## src/rtl/core/qte_pkg.sv

```systemverilog
// Shared types, widths and the arctangent table for the quaternion to Euler angle block.
// Used by qte_ser_mul, qte_cordic and quaternion_to_euler_angles. No dependencies.
`timescale 1ns / 1ps

package qte_pkg;

  // Component width. All arithmetic widths are derived from this value.
  localparam int unsigned QuatBits = 16;
  // Width of one product after the fraction shift.
  localparam int unsigned PW = QuatBits + 2;
  // Width of a rotation-matrix term.
  localparam int unsigned RW = QuatBits + 3;
  // Shift that scales a matrix term to 32 fraction bits.
  localparam int unsigned ScaleSh = 32 - (QuatBits - 1);
  // Width of the CORDIC vector registers.
  localparam int unsigned XW = RW + ScaleSh + 2;
  // Width of the angle accumulator, which counts 1/256 centidegree.
  localparam int unsigned ZW = 25;
  // Width of the bit counter of the serial multipliers.
  localparam int unsigned MulCntW = $clog2(QuatBits);
  // Number of product lanes.
  localparam int unsigned NumProd = 9;

  localparam int HalfTurnCdeg = 18000;
  localparam logic signed [RW-1:0] QOne = RW'(1) << (QuatBits - 1);

  typedef struct packed {
    logic        [31:0]         frame_number;
    logic signed [QuatBits-1:0] quat_x;
    logic signed [QuatBits-1:0] quat_y;
    logic signed [QuatBits-1:0] quat_z;
    logic signed [QuatBits-1:0] quat_w;
  } in_item_t;

  typedef struct packed {
    logic signed [15:0] roll_cdeg;
    logic signed [15:0] pitch_cdeg;
    logic               gimbal_lock;
  } out_item_t;

  // Control of the serial multiplier lanes.
  typedef struct packed {
    logic load;
    logic step;
    logic last;
  } mul_ctrl_t;

  // Control of the CORDIC units.
  typedef struct packed {
    logic start;
  } cordic_ctrl_t;

  // atan(2^-i) in 1/256 centidegree, rounded to the nearest unit.
  function automatic logic signed [ZW-1:0] atan_tab(input logic [4:0] idx);
    logic signed [ZW-1:0] v;
    case (idx)
      5'd0:    v = ZW'(1152000);
      5'd1:    v = ZW'(680065);
      5'd2:    v = ZW'(359328);
      5'd3:    v = ZW'(182400);
      5'd4:    v = ZW'(91554);
      5'd5:    v = ZW'(45822);
      5'd6:    v = ZW'(22916);
      5'd7:    v = ZW'(11459);
      5'd8:    v = ZW'(5730);
      5'd9:    v = ZW'(2865);
      5'd10:   v = ZW'(1432);
      5'd11:   v = ZW'(716);
      5'd12:   v = ZW'(358);
      5'd13:   v = ZW'(179);
      5'd14:   v = ZW'(90);
      5'd15:   v = ZW'(45);
      5'd16:   v = ZW'(22);
      5'd17:   v = ZW'(11);
      5'd18:   v = ZW'(6);
      5'd19:   v = ZW'(3);
      5'd20:   v = ZW'(1);
      5'd21:   v = ZW'(1);
      default: v = '0;
    endcase
    return v;
  endfunction

endpackage

```

## src/rtl/core/qte_ser_mul.sv

```systemverilog
// Bit-serial signed multiplier: one multiplier bit per cycle while step is set, result shifted by QuatBits-1.
// Depends on qte_pkg.
`timescale 1ns / 1ps

module qte_ser_mul (
  input  logic                                clk_i,
  input  logic                                rst_ni,
  input  qte_pkg::mul_ctrl_t                  ctrl_i,
  input  logic signed [qte_pkg::QuatBits-1:0] a_i,
  input  logic signed [qte_pkg::QuatBits-1:0] b_i,
  output logic signed [qte_pkg::PW-1:0]       prod_o
);

  localparam int unsigned Q = qte_pkg::QuatBits;

  logic signed [Q-1:0] a_q;
  logic        [Q-1:0] b_q;
  logic signed [Q:0]   hi_q, hi_d;
  logic        [Q-1:0] lo_q, lo_d;
  logic signed [Q+1:0] addend, sum;

  // Add the multiplicand for the current bit; the sign bit carries negative weight.
  always_comb begin
    addend = '0;
    if (b_q[0]) begin
      addend = ctrl_i.last ? -((Q+2)'(a_q)) : (Q+2)'(a_q);
    end
    sum  = (Q+2)'(hi_q) + addend;
    hi_d = sum[Q+1:1];
    lo_d = {sum[0], lo_q[Q-1:1]};
  end

  always_ff @(posedge clk_i or negedge rst_ni) begin
    if (!rst_ni) begin
      hi_q <= '0;
      lo_q <= '0;
    end else if (ctrl_i.load) begin
      hi_q <= '0;
      lo_q <= '0;
    end else if (ctrl_i.step) begin
      hi_q <= hi_d;
      lo_q <= lo_d;
    end
  end

  // Operand registers; the multiplier shifts out one bit per step.
  always_ff @(posedge clk_i) begin
    if (ctrl_i.load) begin
      a_q <= a_i;
      b_q <= b_i;
    end else if (ctrl_i.step) begin
      b_q <= {1'b0, b_q[Q-1:1]};
    end
  end

  // Product shifted right by Q-1, rounding toward minus infinity.
  assign prod_o = {hi_q, lo_q[Q-1]};

endmodule

```

## src/rtl/core/qte_cordic.sv

```systemverilog
// Iterative vectoring CORDIC giving atan2(y, x) in saturated centidegrees, one step per cycle.
// Depends on qte_pkg.
`timescale 1ns / 1ps

module qte_cordic #(
  parameter int unsigned STEPS = 16
) (
  input  logic                          clk_i,
  input  logic                          rst_ni,
  input  qte_pkg::cordic_ctrl_t         ctrl_i,
  input  logic signed [qte_pkg::RW-1:0] y_i,
  input  logic signed [qte_pkg::RW-1:0] x_i,
  output logic                          done_o,
  output logic signed [15:0]            angle_o
);

  localparam int unsigned XW = qte_pkg::XW;
  localparam int unsigned ZW = qte_pkg::ZW;
  localparam int unsigned IW = $clog2(STEPS);
  localparam logic signed [ZW-1:0] HalfTurn = ZW'(qte_pkg::HalfTurnCdeg * 256);

  logic                 busy_q, done_q, zero_q;
  logic [IW-1:0]        i_q;
  logic signed [XW-1:0] x_q, y_q, xs, ys, dx, dy;
  logic signed [ZW-1:0] z_q, at;
  logic signed [ZW:0]   zr, rs;

  // Scale the arguments to 32 fraction bits.
  assign xs = XW'(x_i) <<< qte_pkg::ScaleSh;
  assign ys = XW'(y_i) <<< qte_pkg::ScaleSh;

  assign dx = y_q >>> i_q;
  assign dy = x_q >>> i_q;
  assign at = qte_pkg::atan_tab(5'(i_q));

  always_ff @(posedge clk_i or negedge rst_ni) begin
    if (!rst_ni) begin
      busy_q <= 1'b0;
      done_q <= 1'b0;
      i_q    <= '0;
    end else begin
      done_q <= 1'b0;
      if (ctrl_i.start) begin
        busy_q <= 1'b1;
        i_q    <= '0;
      end else if (busy_q) begin
        i_q <= i_q + 1'b1;
        if (i_q == IW'(STEPS - 1)) begin
          busy_q <= 1'b0;
          done_q <= 1'b1;
        end
      end
    end
  end

  // Vector registers: half-turn pre-rotation on load if x < 0, then one micro-rotation a cycle.
  always_ff @(posedge clk_i) begin
    if (ctrl_i.start) begin
      zero_q <= (x_i == '0) && (y_i == '0);
      if (xs < 0) begin
        z_q <= (ys >= 0) ? HalfTurn : -HalfTurn;
        x_q <= -xs;
        y_q <= -ys;
      end else begin
        z_q <= '0;
        x_q <= xs;
        y_q <= ys;
      end
    end else if (busy_q) begin
      if (y_q > 0) begin
        x_q <= x_q + dx;
        y_q <= y_q - dy;
        z_q <= z_q + at;
      end else begin
        x_q <= x_q - dx;
        y_q <= y_q + dy;
        z_q <= z_q - at;
      end
    end
  end

  // Round to centidegrees and saturate to a half turn; a zero vector gives zero.
  always_comb begin
    zr = (ZW+1)'(z_q) + (ZW+1)'(128);
    rs = zr >>> 8;
    if (zero_q) begin
      angle_o = '0;
    end else if (rs > qte_pkg::HalfTurnCdeg) begin
      angle_o = 16'(qte_pkg::HalfTurnCdeg);
    end else if (rs < -qte_pkg::HalfTurnCdeg) begin
      angle_o = -16'(qte_pkg::HalfTurnCdeg);
    end else begin
      angle_o = rs[15:0];
    end
  end

  assign done_o = done_q;

endmodule

```

## src/rtl/core/quaternion_to_euler_angles.sv

```systemverilog
// Top level: frame filter, nine bit-serial product lanes and two CORDIC units.
// Depends on qte_pkg, qte_ser_mul and qte_cordic.
//
//   channel | direction | handshake              | beat
//   input   | in        | in_valid_i / in_stall_o  | qte_pkg::in_item_t
//   output  | out       | out_valid_o / out_stall_i | qte_pkg::out_item_t
//
// A new frame is multiplied bit-serially in StMul, the matrix terms are formed and
// the lock decision registered in StRot, the two CORDIC units run in StCord and the
// result then moves to the output register. The next beat is taken in the cycle
// after the result is loaded into the output register. A repeated frame is
// dropped in the cycle it is accepted. Reset clears the stored frame number to
// zero. A stalled output register holds its beat; the next item is taken meanwhile,
// but a finished result that finds the register still full waits and stalls the input.
`timescale 1ns / 1ps

module quaternion_to_euler_angles #(
  parameter int unsigned CORDIC_STEPS = 16
) (
  input  logic               clk_i,
  input  logic               rst_ni,
  input  logic               in_valid_i,
  output logic               in_stall_o,
  input  qte_pkg::in_item_t  in_data_i,
  output logic               out_valid_o,
  input  logic               out_stall_i,
  output qte_pkg::out_item_t out_data_o
);

  localparam int unsigned Q  = qte_pkg::QuatBits;
  localparam int unsigned RW = qte_pkg::RW;
  localparam int unsigned NP = qte_pkg::NumProd;

  typedef enum logic [2:0] {
    StIdle,
    StMul,
    StRot,
    StCord,
    StDone
  } state_e;

  state_e                          state_q;
  logic [31:0]                     last_frame_q;
  logic [qte_pkg::MulCntW-1:0]     cnt_q;
  logic                            lock_q;
  logic                            out_valid_q;
  qte_pkg::out_item_t              out_data_q;

  logic                            in_acc, new_frame, out_free, out_load;
  qte_pkg::mul_ctrl_t              mul_ctrl;
  qte_pkg::cordic_ctrl_t           cor_ctrl;
  logic signed [Q-1:0]             opa [NP];
  logic signed [Q-1:0]             opb [NP];
  logic signed [qte_pkg::PW-1:0]   prod [NP];
  logic signed [RW-1:0]            r0, r1, r2, r3, r6, r7, r8;
  logic signed [RW-1:0]            roll_y, roll_x;
  logic                            lock_d;
  logic                            roll_done, pitch_done;
  logic signed [15:0]              roll_ang, pitch_ang;

  assign in_stall_o = (state_q != StIdle);
  assign in_acc     = in_valid_i && !in_stall_o;
  assign new_frame  = in_acc && (in_data_i.frame_number != last_frame_q);
  assign out_free   = !out_valid_q || !out_stall_i;

  // A finished result moves into the output register once that register is free.
  assign out_load   = ((state_q == StDone) ||
                       ((state_q == StCord) && roll_done && pitch_done)) && out_free;

  // Operand pairs: xx, xy, xz, yy, yz, zz, wx, wy, wz.
  always_comb begin
    opa[0] = in_data_i.quat_x; opb[0] = in_data_i.quat_x;
    opa[1] = in_data_i.quat_x; opb[1] = in_data_i.quat_y;
    opa[2] = in_data_i.quat_x; opb[2] = in_data_i.quat_z;
    opa[3] = in_data_i.quat_y; opb[3] = in_data_i.quat_y;
    opa[4] = in_data_i.quat_y; opb[4] = in_data_i.quat_z;
    opa[5] = in_data_i.quat_z; opb[5] = in_data_i.quat_z;
    opa[6] = in_data_i.quat_w; opb[6] = in_data_i.quat_x;
    opa[7] = in_data_i.quat_w; opb[7] = in_data_i.quat_y;
    opa[8] = in_data_i.quat_w; opb[8] = in_data_i.quat_z;
  end

  // Multiplier lane control.
  always_comb begin
    mul_ctrl.load = new_frame;
    mul_ctrl.step = (state_q == StMul);
    mul_ctrl.last = (cnt_q == qte_pkg::MulCntW'(Q - 1));
  end

  for (genvar g = 0; g < NP; g++) begin : g_lane
    qte_ser_mul u_mul (
      .clk_i  (clk_i),
      .rst_ni (rst_ni),
      .ctrl_i (mul_ctrl),
      .a_i    (opa[g]),
      .b_i    (opb[g]),
      .prod_o (prod[g])
    );
  end

  // Rotation-matrix terms and the gimbal lock decision.
  always_comb begin
    r0 = qte_pkg::QOne - ((RW'(prod[3]) + RW'(prod[5])) <<< 1);
    r1 = (RW'(prod[1]) - RW'(prod[8])) <<< 1;
    r2 = (RW'(prod[2]) + RW'(prod[7])) <<< 1;
    r3 = (RW'(prod[1]) + RW'(prod[8])) <<< 1;
    r6 = (RW'(prod[2]) - RW'(prod[7])) <<< 1;
    r7 = (RW'(prod[4]) + RW'(prod[6])) <<< 1;
    r8 = qte_pkg::QOne - ((RW'(prod[0]) + RW'(prod[3])) <<< 1);
    lock_d = 1'b1;
    if (r6 >= qte_pkg::QOne) begin
      roll_y = -r1;
      roll_x = -r2;
    end else if (r6 <= -qte_pkg::QOne) begin
      roll_y = r1;
      roll_x = r2;
    end else begin
      roll_y = r7;
      roll_x = r8;
      lock_d = 1'b0;
    end
  end

  assign cor_ctrl.start = (state_q == StRot);

  qte_cordic #(.STEPS(CORDIC_STEPS)) u_roll (
    .clk_i   (clk_i),
    .rst_ni  (rst_ni),
    .ctrl_i  (cor_ctrl),
    .y_i     (roll_y),
    .x_i     (roll_x),
    .done_o  (roll_done),
    .angle_o (roll_ang)
  );

  qte_cordic #(.STEPS(CORDIC_STEPS)) u_pitch (
    .clk_i   (clk_i),
    .rst_ni  (rst_ni),
    .ctrl_i  (cor_ctrl),
    .y_i     (r3),
    .x_i     (r0),
    .done_o  (pitch_done),
    .angle_o (pitch_ang)
  );

  // Sequencer, frame filter and output register.
  always_ff @(posedge clk_i or negedge rst_ni) begin
    if (!rst_ni) begin
      state_q      <= StIdle;
      last_frame_q <= '0;
      cnt_q        <= '0;
      lock_q       <= 1'b0;
      out_valid_q  <= 1'b0;
      out_data_q   <= '0;
    end else begin
      if (out_load) begin
        out_valid_q <= 1'b1;
      end else if (!out_stall_i) begin
        out_valid_q <= 1'b0;
      end
      unique case (state_q)
        StIdle: begin
          if (new_frame) begin
            last_frame_q <= in_data_i.frame_number;
            cnt_q        <= '0;
            state_q      <= StMul;
          end
        end
        StMul: begin
          cnt_q <= cnt_q + 1'b1;
          if (mul_ctrl.last) begin
            state_q <= StRot;
          end
        end
        StRot: begin
          lock_q  <= lock_d;
          state_q <= StCord;
        end
        StCord, StDone: begin
          if (out_load) begin
            out_data_q.roll_cdeg   <= roll_ang;
            out_data_q.pitch_cdeg  <= lock_q ? 16'sd0 : pitch_ang;
            out_data_q.gimbal_lock <= lock_q;
            state_q                <= StIdle;
          end else if ((state_q == StDone) || (roll_done && pitch_done)) begin
            state_q <= StDone;
          end
        end
        default: state_q <= StIdle;
      endcase
    end
  end

  assign out_valid_o = out_valid_q;
  assign out_data_o  = out_data_q;

`ifndef SYNTHESIS
  a_lock_pitch_zero: assert property (@(posedge clk_i) disable iff (!rst_ni)
    out_valid_o && out_data_o.gimbal_lock |-> out_data_o.pitch_cdeg == 16'sd0)
    else $error("pitch not zero under gimbal lock");

  a_roll_range: assert property (@(posedge clk_i) disable iff (!rst_ni)
    out_valid_o |-> (out_data_o.roll_cdeg <= 16'sd18000) &&
                    (out_data_o.roll_cdeg >= -16'sd18000))
    else $error("roll outside a half turn");

  a_repeat_drop: assert property (@(posedge clk_i) disable iff (!rst_ni)
    in_acc && (in_data_i.frame_number == last_frame_q) |=> !in_stall_o)
    else $error("repeated frame started work");
`endif

endmodule

```

## config.mk

```make
export PLATFORM = sky130hd
export DESIGN_NAME = quaternion_to_euler_angles
export DESIGN_NICKNAME = d
export VERILOG_FILES = /design/src/rtl/core/qte_pkg.sv /design/src/rtl/core/qte_ser_mul.sv /design/src/rtl/core/qte_cordic.sv /design/src/rtl/core/quaternion_to_euler_angles.sv
export SDC_FILE = /design/constraint.sdc
export NUM_CORES = 2
export LEC_CHECK = 0
export ABC_AREA = 1
export BUFFER_PORTS_ARGS = -buffer_cell sky130_fd_sc_hd__buf_2
export CAP_MARGIN = 20
export CORE_UTILIZATION = 30
export DETAILED_ROUTE_END_ITERATION = 8
export HOLD_SLACK_MARGIN = 0.02
export PLACE_DENSITY = 0.49
export RECOVER_POWER = 100
export SYNTH_ARGS = -nofsm -noshare
export SYNTH_HDL_FRONTEND = slang
export SYNTH_HIERARCHICAL = 1
export SYNTH_SLANG_ARGS = --single-unit
```

## constraint.sdc

```tcl
create_clock -name clk_i -period 19.8 [get_ports clk_i]
set_clock_uncertainty 0.15 [all_clocks]
set_input_delay 3.96 -clock clk_i [delete_from_list [all_inputs] [get_ports clk_i]]
set_output_delay 3.96 -clock clk_i [all_outputs]
set_load 0.02 [all_outputs]
```

# --- Yosys cells after proc, flatten, opt, wreduce, memory -nomap -nowiden ---
# Memory sizes are Yosys's and may differ from the RTL's.
# Cells that the tools add are included.
word_totals:
  reg_bits: 795
  latchBits: 0
  ramBits: 0
  rom_bits: 672
  output_inout_bits: 35
  mem_count: 2
mem_list:
  columns: ["memory", "words", "word_bits", "read_ports", "rd_clocked_by_memory_dff", "wr", "line", "text"]
  rows:
  - ["(name not given)", 16, 21, 1, 0, 0, "qte_pkg.sv:56", "case (idx)"]
  - ["(name not given)", 16, 21, 1, 0, 0, "qte_pkg.sv:56", null]
op_classes:
  addsub: 45
  n_mul: 0
  n_div: 0
  n_lt_le_gt_ge: 12
  n_eq_ne: 12
  shifts: 4
  n_mux: 131
  n_bitwise: 0
  reduce_logical: 29
ops:
  columns: ["op", "count"]
  rows:
  - ["$mux 16", 43]
  - ["$mux 38", 16]
  - ["$mux 17", 18]
  - ["$mux 25", 10]
  - ["$mux 18", 13]
  - ["$add 17x18->18", 9]
  - ["$add 38x38->38", 4]
  - ["$neg 36->38", 4]
  - ["$sshr 38x4->38", 4]
  - ["$sub 38x38->38", 4]
  - ["$add 18x18->18", 5]
  - ["$gt 38x1->1 const B", 2]
  - ["$logic_not 19->1", 4]
  - ["$mux 19", 4]
  - ["$ge 36x1->1 const B", 2]
  - ["$lt 36x1->1 const B", 2]
  - ["$neg 16->18", 4]
  - ["$add 25x9->26 const B", 2]
  - ["$add 25x25->25", 2]
  - ["$sub 25x25->25", 2]
  - ["$neg 19->19", 2]
  - ["$sub 17x19->19 const A", 2]
  - ["$gt 18x16->1 const B", 2]
  - ["$lt 18x16->1 const B", 2]
  - ["26 further kinds", 71]

# --- Longest topological paths before layout ---
logic_depth:
  ltp_word: 8
  mapped_depth: 38
  depth_no_buf: 36

# --- By module ---
# The synthesis kept the hierarchy.
modules_own_cells:
  columns: ["module", "n_inst", "cells_each", "area_per_inst_um2"]
  rows:
  - ["qte_ser_mul", 9, 415, 3240.6]
  - ["qte_cordic (u_pitch)", 1, 3041, 17952.2]
  - ["qte_cordic (u_roll)", 1, 2944, 17451.7]
  - ["quaternion_to_euler_angles", 1, 2114, 12415.7]

# --- Worst setup path after synthesis ---
# No wires, ideal clock.
synth_path:
  path_type: "in2reg"
  from: "input in_data_i[70] (netlist bit)"
  to: "register g_lane[0].u_mul.b_q[0], enable pin"
  setup_time_ns: 0.364
  arrival_ns: 10.626
  slack_ns: 8.660
  stages: 12
  cell_sequence: "or2_2 o2111ai_1 nor3_1 nand4_1 nand2_1 nor2_1 clkbuf_1 buf_2 nor2_1 buf_2 buf_2 inv_1"
synth_rtl:
  columns: ["element", "line", "text"]
  rows:
  - ["start, declared", "quaternion_to_euler_angles.sv:24", "input qte_pkg::in_item_t in_data_i,"]
  - ["end signal, assigned", "qte_ser_mul.sv:50", "b_q <= b_i;"]
  - ["end signal, assigned", "qte_ser_mul.sv:52", "b_q <= {1'b0, b_q[Q-1:1]};"]
  - ["end, declared", "qte_ser_mul.sv:17", "logic [Q-1:0] b_q;"]

# --- Worst setup path after layout ---
layout_path:
  from: "register u_pitch.i_q[0]"
  to: "register u_pitch.x_q[33], data pin"
layout_via:
  elab_chain_cells: 5
  word_cells_on_any_way: 6
  classes_between: "add/sub: 2; shift: 1; mux: 3"
layout_rtl:
  columns: ["element", "line", "text"]
  rows:
  - ["start, declared", "qte_cordic.sv:23", "logic [IW-1:0] i_q;"]
  - ["start signal, assigned", "qte_cordic.sv:47", "i_q <= i_q + 1'b1;"]
  - ["$sshr 38x4->38 *", "qte_cordic.sv:32", "assign dx = y_q >>> i_q;"]
  - ["$sub 38x38->38 or $add 38x38->38 (tied branches)", "qte_cordic.sv:75, qte_cordic.sv:71", null]
  - ["$mux 38 *", "qte_cordic.sv:70", "if (y_q > 0) begin"]
  - ["$mux 38 *", "qte_cordic.sv:69", "end else if (busy_q) begin"]
  - ["$mux 38 *", "qte_cordic.sv:58", "if (ctrl_i.start) begin"]
  - ["end signal, assigned", "qte_cordic.sv:62", "x_q <= -xs;"]
  - ["end signal, assigned", "qte_cordic.sv:71", "x_q <= x_q + dx;"]
  - ["end signal, assigned", "qte_cordic.sv:75", "x_q <= x_q - dx;"]
  - ["end, declared", "qte_cordic.sv:24", "logic signed [XW-1:0] x_q, y_q, xs, ys, dx, dy;"]
# Mark *: on every way between the ends. The rest lies on a longest branch, timed or not. The select of a mux whose other input is x is not followed.
# A chain may end at the register's enable or synchronous reset.

==> results.yml <==
outcome:
  status: "complete, but fails checks"
  violations: "capacitance limit, slew limit"
clock_network:
  clk_pin_slew_worst_paths_ps: 60
  cts_sinks: 740
  post-cts-setup-buffers: 0
  cts_buffers: 98
  postCtsResizedCells: 0
  cts.path.max_buffers: 3
  cts_tree: "yes"
  cts_root_buf: "clkbuf_16"
  insertion_delay_ps: 790
  ctsHoldBuffers: 0
  h-tree-depth: 3
finish:
  final_nets: 12450
  area_growth_pct: 8.741
  utilization_pct: 32.88
  finalNonFillerCells: 15270
  drive_above_1_share_pct: 4.503
synthesis:
  ys_seq_elements: 740
  synth_edf_count: 492
  async_reset_ff_share_pct: 33.51
  yosys_warnings: 6
  synth_top_cell_area_share_pct: 19.19
  syn_avg_cell_area_um2: 6.505
  seq_area_frac_synth_pct: 27.25
  ys.flop_type: "edfxtp_1"
  syn_inst: 11830
  yosys.area.top_type: "edfxtp_1"
  synth_area_um2: 76990
  synth.distinct_cells: 76
  ys_top_cells_by_area: "edfxtp_1 (19%), nand2_1 (18%), ha_1 (8.3%)"
placed_design:
  dp.cells: 15090
  globalplace.congestion: 0.9253
  port-buffer-count: 134
  place_hpwl_um: 212800
drt:
  wire_per_inst_um: 17.64
  vias: 76610
  totalWireLength_um: 269300
  post-route-drc-count: 0
  viasPerCell: 5.016
  drt-initial-drc-count: 6374
  postRouteAntennaNets: 0
  drt_first_pass_iters: 8
floorplan:
  start_util_pct: 30.24
  die_w_um: 508.6
  pin_count: 135
  die_area_um2: 258600
  num_rows: 185
  core-area_um2: 254600
  die_h_um: 508.6
flow_run:
  drv_cap: 22
power:
  clkPwrFrac_pct: 47.7
  power.density_nw_per_um2: 46.45
  switchingPower_w: 0.001069
  p_int_w: 0.002819
  ir_drop_uv: 73.24
  leakage_nw: 39.69
  combinationalPowerShare_pct: 9.5
  swShare_pct: 27.49
  seq_power_share_pct: 42.8
timing:
  fin_hold_ws_ps: 327.3
  setup-tns-final_ps: 0
  tightestPinTransition_ps: 4848
  fin_crit_sh_pct: 63.61
  max_slew_margin_pct: -223.2
  rsz0062_at_grt: "false"
  slew_violations: 1269
  setup_viol: 0
  fmax_mhz: 79.39
  hold_viol_final: 0
  min_period_ps: 12600
global_routing:
  antenna_found_initial: 5
  overflow: 0
  grt_max_degree: 93
  grt_pass1_vias: 71370
  grt_first_pass_wirelength_um: 417700
  grt_usage_pct: 20.34
critical_path:
  cp-start-kind: "flop"
  worst_ep_required_time_ps: 20180
  arrival_ps: 12980
  r2r_start: "u_pitch/i_q[0]"
  cp-startpoint: "u_pitch/i_q[0]"
  critPathKind: "reg -> reg"
  worstPathMaxFanout: 92
  crit_path_end_kind: "flop"
min_path:
  min_from: "out_data_o[24]"
  worstHoldPathType: "reg -> reg"
-- per-layer routing --
metal / routed length, um / up-vias / share of wire (%) / GRT usage (%)
met4: 5406 / 2 / 2.0 / 4.124
met5: 8 / - / 0.0030 / 0
met3: 11480 / 273 / 4.3 / 1.936
li1: - / 39500 / - / -
met2: 119700 / 1661 / 44 / 32.83
met1: 132800 / 35180 / 49 / 29.23
-- area by class of cell --
type	count	area, um^2
inverters	1214	4562
diodes	4	10.01
multi-input cells	9570	49750
flip-flops and latches	740	20990
fillers	28310	170900
well taps	3366	4212
repair buffers	197	895.9
clock inverters	51	558.0
clock buffers	131	2741
-- critical path, cell delays in order (launching register included) --
cell,delay (ps)
dfrtp_2,340
clkbuf_1,2680
clkinvlp_2,3650
nand2_1,540
nand3_1,180
nand3_1,160
nand2_1,100
a21oi_1,440
nand2_1,90
nor2_1,390
nand3_1,450
o31ai_1,800
nand2_1,100
nand3_1,100
nand2_1,90
ha_1,390
nand2_1,120
nor2_1,150
inv_1,80
nor4_1,580
nand3_1,160
nand3_1,260
nand2_1,80
nand2_1,60
o22ai_1,80
-- through the flow --
stage	area, um^2	power (W)	setup WS [ps]
final	83710	0.003888	7204
after global placement	80770	0.002065	11290
after detailed placement	80780	0.002065	11320
after CTS	84080	0.003955	12150
after floorplan	77010	0.001929	8660
after global routing	83710	0.004046	5901
-- cells in the mapped netlist, types with 22 or more instances --
library cell,count
nand2_1,3693
nand3_1,1210
inv_1,1175
nor2_1,1057
a21oi_1,885
o21ai_0,642
ha_1,508
edfxtp_1,492
dfrtp_1,248
xor2_1,224
nor3_1,164
xnor2_1,146
buf_2,127
nand4_1,111
clkbuf_1,82
nand3b_1,80
o21ai_1,72
nor2_2,66
a31oi_1,55
buf_1,51
o21bai_1,48
nor4_1,46
nor3_2,37
nand2_2,35
or2_2,35
a22o_1,34
inv_2,33
a21o_1,32
and3_1,31
buf_6,29
nand3_2,29
buf_4,27
o21a_1,26
o21ai_2,25
a21oi_2,23
fa_1,22
-- placed cells by master (no fill, tap or decap), types with 80 or more instances in the layout --
| cell type | instances |
|---|---|
| nand2_1 | 3696 |
| nand3_1 | 1211 |
| inv_1 | 1177 |
| nor2_1 | 1057 |
| a21oi_1 | 886 |
| o21ai_0 | 664 |
| ha_1 | 508 |
| edfxtp_1 | 492 |
| dfrtp_1 | 240 |
| xor2_1 | 224 |
| nor3_1 | 166 |
| clkbuf_1 | 155 |
| xnor2_1 | 146 |
| nand4_1 | 111 |
| clkbuf_16 | 102 |
| nand3b_1 | 80 |
-- path summary, 6_finish.rpt --
| check | endpoint | slack [ps] | cells past startpoint |
|---|---|---|---|
| worst max-delay path | u_pitch/x_q[33] | 7200 | 24 |
| worst min-delay path | out_data_o[24] | 330 | 2 |
| worst max register to register | u_pitch/x_q[33] | 7200 | 24 |
| worst min register to register | out_data_o[24] | 330 | 2 |
| max in group asynchronous | u_roll/i_q[3] | 9280 | 2 |
| min in group asynchronous | g_lane[4].u_mul/hi_q[9] | 4770 | 1 |
-- state kept, by name (all words and copies together) (netlist names), 3 cells and up --
register and flops:
g_lane.u_mul/hi_q 153, g_lane.u_mul/a_q 144, g_lane.u_mul/b_q 144, u_pitch/x_q 38, u_pitch/y_q 38, u_roll/x_q 38, u_roll/y_q 38, out_data_o 33
last_frame_q 32, u_pitch/z_q 25, u_roll/z_q 25, g_lane.u_mul/lo_q 9, cnt_q 4, u_pitch/i_q 4, u_roll/i_q 4, state_q 3
-- power by group through the flow --
| stage | combinational [W] | sequential, W | clock, W |
|---|---|---|---|
| floorplan | 0.000243 | 0.00169 | 0 |
| global placement | 0.000371 | 0.00169 | 0 |
| detailed placement | 0.000371 | 0.00169 | 0 |
| CTS | 0.000373 | 0.00166 | 0.00192 |
| global route | 0.000413 | 0.00166 | 0.00197 |
| finish | 0.000369 | 0.00166 | 0.00186 |
-- cell families (layout without fill, tap and decap cells) --
kind of cell / count (synthesis) / count (layout) / synth area share (%)
flip-flops: 740 / 740 / 27.25
multiplexers: 4 / 4 / 0.05201
AO/OA/AOI/OAI: 1990 / 1990 / 14.41
AND/OR/NAND/NOR: 6668 / 6668 / 37.13
XOR/XNOR: 371 / 371 / 4.231
adder cells (fa/ha/maj): 530 / 530 / 8.828
buffers and inverters: 1530 / 1593 / 8.089
other: 1 / 11 / 0.004871
No activity file was read; power rests on OpenSTA's default activity.
